<file path="src/design/srfc_pkg.sv">
// Package for the serial reply frame checker.
// Holds item structs, byte codes, status codes and register indexes.
// Depends on nothing.
`default_nettype none
package srfc_pkg;

	localparam int CFG_IDX_W = 1;
	localparam logic [CFG_IDX_W-1:0] REG_DEVICE_ADDR = 1'd0;
	localparam logic [CFG_IDX_W-1:0] REG_CTRL_ADDR = 1'd1;

	localparam logic [7:0] BYTE_PREAMBLE = 8'hFE;
	localparam logic [7:0] BYTE_END = 8'hFD;
	localparam logic [7:0] BYTE_NAK = 8'hFA;
	localparam logic [7:0] BYTE_ACK = 8'hFB;
	localparam logic [7:0] CTRL_ADDR_RESET = 8'hE0;

	localparam int QUEUE_DEPTH = 4;
	localparam int QUEUE_PTR_W = $clog2(QUEUE_DEPTH);
	localparam int QUEUE_CNT_W = $clog2(QUEUE_DEPTH + 1);

	typedef enum logic [2:0] {
		ST_ACK      = 3'd0,
		ST_DATA     = 3'd1,
		ST_SHORT    = 3'd2,
		ST_NOREPLY  = 3'd3,
		ST_BAD      = 3'd4,
		ST_REJECTED = 3'd5
	} status_t;

	typedef struct packed {
		logic [7:0] rx_byte;
		logic       frame_start;
		logic       frame_end;
		logic [6:0] echo_length;
		logic [1:0] reply_skip;
	} in_item_t;

	typedef struct packed {
		logic       result_kind;
		logic [7:0] data_byte;
		status_t    status;
		logic [7:0] payload_length;
		logic       last;
	} out_item_t;

	// Results of one processed byte, first item in item_a.
	typedef struct packed {
		logic [1:0] count;
		out_item_t  item_a;
		out_item_t  item_b;
	} res_push_t;

endpackage
`default_nettype wire

</file>
<file path="src/design/srfc_core.sv">
// Frame tracking state and per-byte result logic.
// Depends on srfc_pkg.
`default_nettype none
module srfc_core #(
	parameter int BUFFER_BYTES = 128
) (
	input  wire                 clk,
	input  wire                 arst_n,
	input  wire                 step,
	input  srfc_pkg::in_item_t  item,
	input  wire [7:0]           device_address,
	input  wire [7:0]           controller_address,
	output srfc_pkg::res_push_t push
);
	import srfc_pkg::*;

	typedef enum logic [1:0] {
		CLASS_NONE = 2'd0,
		CLASS_ACK  = 2'd1,
		CLASS_REJ  = 2'd2,
		CLASS_DATA = 2'd3
	} class_t;

	logic [7:0] byte_position_q, byte_position_n;
	logic [6:0] echo_count_q, echo_count_n;
	logic [1:0] skip_count_q, skip_count_n;
	logic [7:0] held_byte_q, held_byte_n;
	logic       held_valid_q, held_valid_n;
	class_t     reply_class_q, reply_class_n;
	logic       header_error_q, header_error_n;
	logic [7:0] payload_count_q, payload_count_n;

	logic [7:0] p_e, held_byte_e, pcount_e, pcount_mid, d, n;
	logic       held_valid_e, herr_e, kept, in_reply, payload_v;
	class_t     class_e, class_new;
	logic [8:0] first, base9;
	status_t    st;
	out_item_t  pay_item, st_item;

	always_comb begin
		echo_count_n = echo_count_q;
		skip_count_n = skip_count_q;
		p_e = byte_position_q;
		held_byte_e = held_byte_q;
		held_valid_e = held_valid_q;
		class_e = reply_class_q;
		herr_e = header_error_q;
		pcount_e = payload_count_q;
		if (item.frame_start) begin
			echo_count_n = item.echo_length;
			case (item.reply_skip)
				2'd0: skip_count_n = 2'd1;
				2'd3: skip_count_n = 2'd2;
				default: skip_count_n = item.reply_skip;
			endcase
			p_e = '0;
			held_byte_e = '0;
			held_valid_e = 1'b0;
			class_e = CLASS_NONE;
			herr_e = 1'b0;
			pcount_e = '0;
		end

		base9 = {2'b00, echo_count_n};
		first = base9 + 9'd4 + {7'd0, skip_count_n};
		kept = p_e < 8'(BUFFER_BYTES);
		in_reply = {1'b0, p_e} >= base9;
		d = p_e - {1'b0, echo_count_n};

		header_error_n = herr_e;
		class_new = class_e;
		if (kept && in_reply) begin
			if (d <= 8'd1) begin
				if (item.rx_byte != BYTE_PREAMBLE) header_error_n = 1'b1;
			end else if (d == 8'd2) begin
				if (item.rx_byte != controller_address) header_error_n = 1'b1;
			end else if (d == 8'd3) begin
				if (item.rx_byte != device_address) header_error_n = 1'b1;
			end else if (d == 8'd4) begin
				if (item.rx_byte == BYTE_NAK) class_new = CLASS_REJ;
				else if (item.rx_byte == BYTE_ACK) class_new = CLASS_ACK;
				else class_new = CLASS_DATA;
			end
		end
		reply_class_n = class_new;

		payload_v = kept && held_valid_e;
		pcount_mid = pcount_e;
		if (payload_v && pcount_e != 8'hFF) pcount_mid = pcount_e + 8'd1;

		held_byte_n = held_byte_e;
		held_valid_n = held_valid_e;
		byte_position_n = p_e;
		if (kept) begin
			held_byte_n = item.rx_byte;
			held_valid_n = ({1'b0, p_e} >= first) && (class_new == CLASS_DATA)
				&& !header_error_n;
			byte_position_n = p_e + 8'd1;
		end
		payload_count_n = pcount_mid;

		n = byte_position_n;
		if ({1'b0, n} < base9) st = ST_SHORT;
		else if ({1'b0, n} == base9) st = ST_NOREPLY;
		else if (header_error_n || ({1'b0, n} < base9 + 9'd5) || held_byte_n != BYTE_END
			|| class_new == CLASS_NONE) st = ST_BAD;
		else if (class_new == CLASS_REJ) st = ST_REJECTED;
		else if (class_new == CLASS_ACK) st = ST_ACK;
		else if ({1'b0, n} < first + 9'd1) st = ST_BAD;
		else st = ST_DATA;

		pay_item.result_kind = 1'b0;
		pay_item.data_byte = held_byte_e;
		pay_item.status = ST_DATA;
		pay_item.payload_length = '0;
		pay_item.last = 1'b0;

		st_item.result_kind = 1'b1;
		st_item.data_byte = '0;
		st_item.status = st;
		st_item.payload_length = (st == ST_ACK) ? 8'd0 : pcount_mid;
		st_item.last = 1'b1;

		if (item.frame_end) begin
			byte_position_n = '0;
			held_byte_n = '0;
			held_valid_n = 1'b0;
			reply_class_n = CLASS_NONE;
			header_error_n = 1'b0;
			payload_count_n = '0;
		end

		push.count = step ? ({1'b0, payload_v} + {1'b0, item.frame_end}) : 2'd0;
		push.item_a = payload_v ? pay_item : st_item;
		push.item_b = st_item;
	end

	always_ff @(posedge clk or negedge arst_n) begin
		if (!arst_n) begin
			byte_position_q <= '0;
			echo_count_q <= '0;
			skip_count_q <= 2'd1;
			held_byte_q <= '0;
			held_valid_q <= 1'b0;
			reply_class_q <= CLASS_NONE;
			header_error_q <= 1'b0;
			payload_count_q <= '0;
		end else if (step) begin
			byte_position_q <= byte_position_n;
			echo_count_q <= echo_count_n;
			skip_count_q <= skip_count_n;
			held_byte_q <= held_byte_n;
			held_valid_q <= held_valid_n;
			reply_class_q <= reply_class_n;
			header_error_q <= header_error_n;
			payload_count_q <= payload_count_n;
		end
	end

endmodule
`default_nettype wire

</file>
<file path="config.mk">
export PLATFORM = sky130hd
export DESIGN_NAME = srfc_core
export DESIGN_NICKNAME = d
export VERILOG_FILES = /design/src/design/srfc_pkg.sv /design/src/design/srfc_core.sv
export SDC_FILE = /design/constraint.sdc
export NUM_CORES = 1
export LEC_CHECK = 0
export ABC_AREA = 0
export BUFFER_PORTS_ARGS = -buffer_cell sky130_fd_sc_hd__clkbuf_2
export CORE_MARGIN = 5
export CORE_UTILIZATION = 61
export CTS_CLUSTER_DIAMETER = 30
export CTS_CLUSTER_SIZE = 10
export DETAILED_ROUTE_END_ITERATION = 10
export GPL_TIMING_DRIVEN = 0
export PLACE_DENSITY = 0.88
export SYNTH_ARGS = -nofsm -noshare
export SYNTH_HDL_FRONTEND = slang
export SYNTH_SLANG_ARGS = --single-unit
</file>
<file path="constraint.sdc">
create_clock -name clk -period 12 [get_ports clk]
set_input_delay 3 -clock clk [delete_from_list [all_inputs] [get_ports clk]]
set_output_delay 3 -clock clk [all_outputs]
set_load 0.01 [all_outputs]
</file>
==> impl_results.md <==
- Mean area per synthesized cell: 8.30 µm²
- Iteration-0 DRC count of the detailed router: 246
- Gate count after technology mapping: 472
- Share of the core filled with cells: 70.6%
- Clk Tree Root Cell: sky130_fd_sc_hd__clkbuf_8
- Starting density of the core: 62.0%
- Cell types occupying the most area after synthesis: sky130_fd_sc_hd__dfrtp_1, sky130_fd_sc_hd__ha_1, sky130_fd_sc_hd__xnor2_1
- Final Hold Fails: 0
- EDFF count, synth: 0
- Comb pwr share: 40.1%
- Worst path cell trace: clkbuf_2 > buf_2 > clkbuf_1 > mux2i_1 > inv_1 > ha_1 > a21oi_1 > nand2_1 > and2_1 > xnor2_2 > inv_1 > nor4_1 > xnor2_1 > ha_1 > a21o_1 > a21oi_1 > o21a_1 > inv_1 > o2111ai_1 > nand2_1 > clkbuf_2
- Headroom to the max-slew limit: 32.6%
- CTS buffer count: 5
- # H-tree levels: 2
- Antenna diodes: 0
- Clk pwr share: 23.5%
- First-pass GRT wire length: 17300 µm
- Buffer count from post-CTS setup fixing: 0
- Synthesis-stage register bit count: 37
- Start-to-end type of the worst setup path: in2out
- Fraction of the yosys area taken by sequential cells: 23.7%
- Total power after layout: 376 µW
- Most frequent CP cell: sky130_fd_sc_hd__inv_1
- R2R Setup Slk: 8.53 ns
- Port buffer count: 66
- Number of cell rows: 29
- Gpl congestion: 0.878
- Synth cell types: 61
- Number of pins with negative max-slew slack in the final report: 0
- Category of the worst setup path launch point: primary input
- Area growth from synthesis to layout: 13.9%
- Via count: 3774
- Final Net Count: 639
- Switching Share: 37.6%
- Logic depth of the worst path, buffers included: 21
- Largest delay share family, worst path: buffers and inverters
- Launch instance of the worst min-delay path: held_byte_q[1]
- Worst R2R End: reply_class_q[1]
- Fin crit period: 10.79 ns
- Required time of the worst setup path: 9.00 ns
- Cell taking the most area after synthesis: sky130_fd_sc_hd__dfrtp_1
- Critical Path Slowest Stage Cell: sky130_fd_sc_hd__mux2i_1
- Die width: 90.1 µm
- Most instantiated flip-flop cell in the synthesis netlist: sky130_fd_sc_hd__dfrtp_1
- Hold Path Depth: 1
- Layout Cell Area excl Fill: 4460 µm²
- Remaining design rule violation count: 0
- Fraction of the cycle the final worst path needs: 89.9%
- Worst-margin pin slew: 0.984 ns
- Drt total wl: 10700 µm
- Setup repair after global routing missed its margin: false
- Area of placed instances: 4370 µm²
- Maximum clock skew at final layout: 0.00479 ns
- Depth of the worst register-to-register path: 11
- Worst-Skew Late Latency: 0.30 ns
- Half-perimeter wire length of the detailed placement result: 8640 µm
- FFs w/ async S/R, synth: 100%
- Final-layout setup total negative slack: 0 ns
- Wire length per cell: 17.0 µm
- Maximum vdd drop: 0.0000894 V
- Number of sinks on the clock net: 37
- Leftover overflow at the end of global routing: 0
- Result of the run: complete, no violations
- # fillers: 525
- Critical path fanouts, max: 10
- Worst min-delay path class: reg2reg
- TritonCTS clock tree: yes
- Core footprint: 6310 µm²
- Max-capacitance violation count: 0
- Power share of the sequential group: 36.4%
- Die H: 90.1 µm
- Largest net degree at the start of global routing: 38
- Buf+Inv Stages, Crit Path: 7
- Type of element capturing the critical path: output port
- Remaining antenna violation count: 0
- First-pass detailed-route iteration total: 5
- Hold Path End: held_byte_q[1]
- Synth warn: 0
- Vias in the first global route: 3778
- Proportion of netlist area held by the largest area contributor: 23.0%
- LEAKAGE: 0.00222 µW
- Setup-violating endpoint count in the final report: 0
- Max Root-Sink Buffers: 2
- Global routing usage summed across all routing layers: 25.4%
- IO Count: 82
- Layout cell share with drive strength beyond 1: 18.6%
- Arrival @ worst endpoint: 7.79 ns
- Number of antenna violations at the first check in global routing: 0
- Launch point of the worst reg-to-reg path: echo_count_q[5]
- Resize count post-CTS: 0
- Largest stage delay, worst path: 0.75 ns
- Total of hold buffers inserted after clock tree synthesis: 0
- Vias per Instance: 5.98
- Switching Power: 141 µW
- Post-Syn Area: 3920 µm²
- Power density normalized to cell area: 84.4 nW/µm²
- Die Footprint: 8120 µm²
- Peak Freq: 0.0927 GHz
- Clock input transition at the sequential cells of the worst setup and hold paths: 0.08 ns
- Power Internal: 235 µW
-- Yosys cell counts, types with 3 or more instances --
library cell / number
sky130_fd_sc_hd__ha_1: 46
sky130_fd_sc_hd__nor2_1: 40
sky130_fd_sc_hd__inv_1: 39
sky130_fd_sc_hd__dfrtp_1: 36
sky130_fd_sc_hd__a21oi_1: 28
sky130_fd_sc_hd__xnor2_1: 28
sky130_fd_sc_hd__nand2_1: 27
sky130_fd_sc_hd__xor2_1: 16
sky130_fd_sc_hd__and2_1: 15
sky130_fd_sc_hd__o21ai_0: 15
sky130_fd_sc_hd__clkbuf_1: 14
sky130_fd_sc_hd__nand2b_1: 13
sky130_fd_sc_hd__nor3_1: 13
sky130_fd_sc_hd__o22ai_1: 12
sky130_fd_sc_hd__buf_4: 11
sky130_fd_sc_hd__mux2i_1: 9
sky130_fd_sc_hd__nand4_1: 9
sky130_fd_sc_hd__a22o_1: 8
sky130_fd_sc_hd__nor4_1: 7
sky130_fd_sc_hd__a21o_1: 6
sky130_fd_sc_hd__a31oi_1: 6
sky130_fd_sc_hd__nand3_1: 6
sky130_fd_sc_hd__nor2b_1: 6
sky130_fd_sc_hd__nor3b_1: 5
sky130_fd_sc_hd__mux2_2: 4
sky130_fd_sc_hd__o211ai_1: 4
sky130_fd_sc_hd__a211oi_1: 3
sky130_fd_sc_hd__buf_2: 3
sky130_fd_sc_hd__o2111ai_1: 3
-- cell usage in the layout, fill, tap and decap left out, types with 3 or more instances in the layout --
cell | Yosys | layout
sky130_fd_sc_hd__mux2i_1 | 9 | 9
sky130_fd_sc_hd__a211oi_1 | 3 | 3
sky130_fd_sc_hd__nand3_1 | 6 | 6
sky130_fd_sc_hd__a22o_1 | 8 | 8
sky130_fd_sc_hd__ha_1 | 46 | 46
sky130_fd_sc_hd__nor3b_1 | 5 | 5
sky130_fd_sc_hd__nand4_1 | 9 | 9
sky130_fd_sc_hd__conb_1 | 2 | 10
sky130_fd_sc_hd__o2111ai_1 | 3 | 3
sky130_fd_sc_hd__nor2b_1 | 6 | 6
sky130_fd_sc_hd__and2_1 | 15 | 15
sky130_fd_sc_hd__nand2b_1 | 13 | 13
sky130_fd_sc_hd__dfrtp_1 | 36 | 36
sky130_fd_sc_hd__xor2_1 | 16 | 16
sky130_fd_sc_hd__nand2_1 | 27 | 27
sky130_fd_sc_hd__xnor2_1 | 28 | 28
sky130_fd_sc_hd__a21o_1 | 6 | 6
sky130_fd_sc_hd__nor4_1 | 7 | 7
sky130_fd_sc_hd__inv_1 | 39 | 39
sky130_fd_sc_hd__buf_2 | 3 | 3
sky130_fd_sc_hd__a31oi_1 | 6 | 6
sky130_fd_sc_hd__o22ai_1 | 12 | 12
sky130_fd_sc_hd__o21ai_0 | 15 | 15
sky130_fd_sc_hd__o211ai_1 | 4 | 4
sky130_fd_sc_hd__clkbuf_8 | 0 | 5
sky130_fd_sc_hd__a21oi_1 | 28 | 28
sky130_fd_sc_hd__clkbuf_2 | 0 | 66
sky130_fd_sc_hd__buf_4 | 11 | 11
sky130_fd_sc_hd__clkbuf_1 | 14 | 14
sky130_fd_sc_hd__nor3_1 | 13 | 13
sky130_fd_sc_hd__mux2_2 | 4 | 4
sky130_fd_sc_hd__nor2_1 | 40 | 40
-- state kept, by name, summed over array words and instances, names as in the netlist --
register / cells
payload_count_q: 8
held_byte_q: 8
skip_count_q: 2
reply_class_q: 2
held_valid_q: 1
header_error_q: 1
byte_position_q: 8
echo_count_q: 7
-- through the flow --
step	hold WS [ns]	instances	worst slack, ns
finish	0.519	631	1.21
global placement	0.491	623	1.33
floorplan	0.466	480	2.22
CTS	0.520	631	1.26
detailed placement	0.497	623	1.30
global route	0.547	631	0.859
-- kinds of logic (layout without fill, tap and decap cells) --
logic type / count (synthesis) / after routing / share of synthesized area, %
buffers and inverters: 69 / 143 / 7.96
adder cells (fa/ha/maj): 48 / 48 / 15.7
XOR/XNOR: 45 / 45 / 10.3
flip-flops: 37 / 37 / 23.7
other: 2 / 10 / 0.192
AND/OR/NAND/NOR: 154 / 154 / 21.0
AO/OA/AOI/OAI: 102 / 102 / 17.0
multiplexers: 15 / 15 / 4.19
-- routing by layer --
layer	track usage, %	up-vias	share of wire [%]	wire length (µm)
met5	0	-	0	0
li1	-	1810	-	-
met3	4.84	26	6.7	719
met1	31.4	1787	41	4410
met4	8.44	0	2.6	277
met2	44.3	151	50	5310
-- cell type report --
class | count | area (µm²) | share of cell area (%)
flip-flops and latches | 37 | 927 | 20.8
inverters | 39 | 146 | 3.28
clock buffers | 5 | 68.8 | 1.54
multi-input cells | 374 | 2710 | 60.7
plain buffers | 30 | 165 | 3.70
well taps | 77 | 96.3 | 2.16
repair buffers | 66 | 330 | 7.41
clock inverters | 3 | 17.5 | 0.393
-- power groups by stage --
stage | clock network, µW | registers, µW | logic, µW
6_report | 88.5 | 137 | 151
5_1_grt | 94.2 | 138 | 168
4_1_cts | 88.4 | 137 | 149
3_5_place_dp | 0 | 139 | 148
3_3_place_gp | 0 | 139 | 140
2_1_floorplan | 0 | 138 | 110
-- worst max path at each step --
stage / start / endpoint / slack (ns)
floorplan: item[10] / push[32] / 2.22
global placement: item[10] / push[32] / 1.33
detailed placement: item[10] / push[32] / 1.30
CTS: item[10] / push[32] / 1.26
global route: item[10] / push[30] / 0.86
finish: item[10] / push[30] / 1.21
Power figures use the tool's default switching activity.
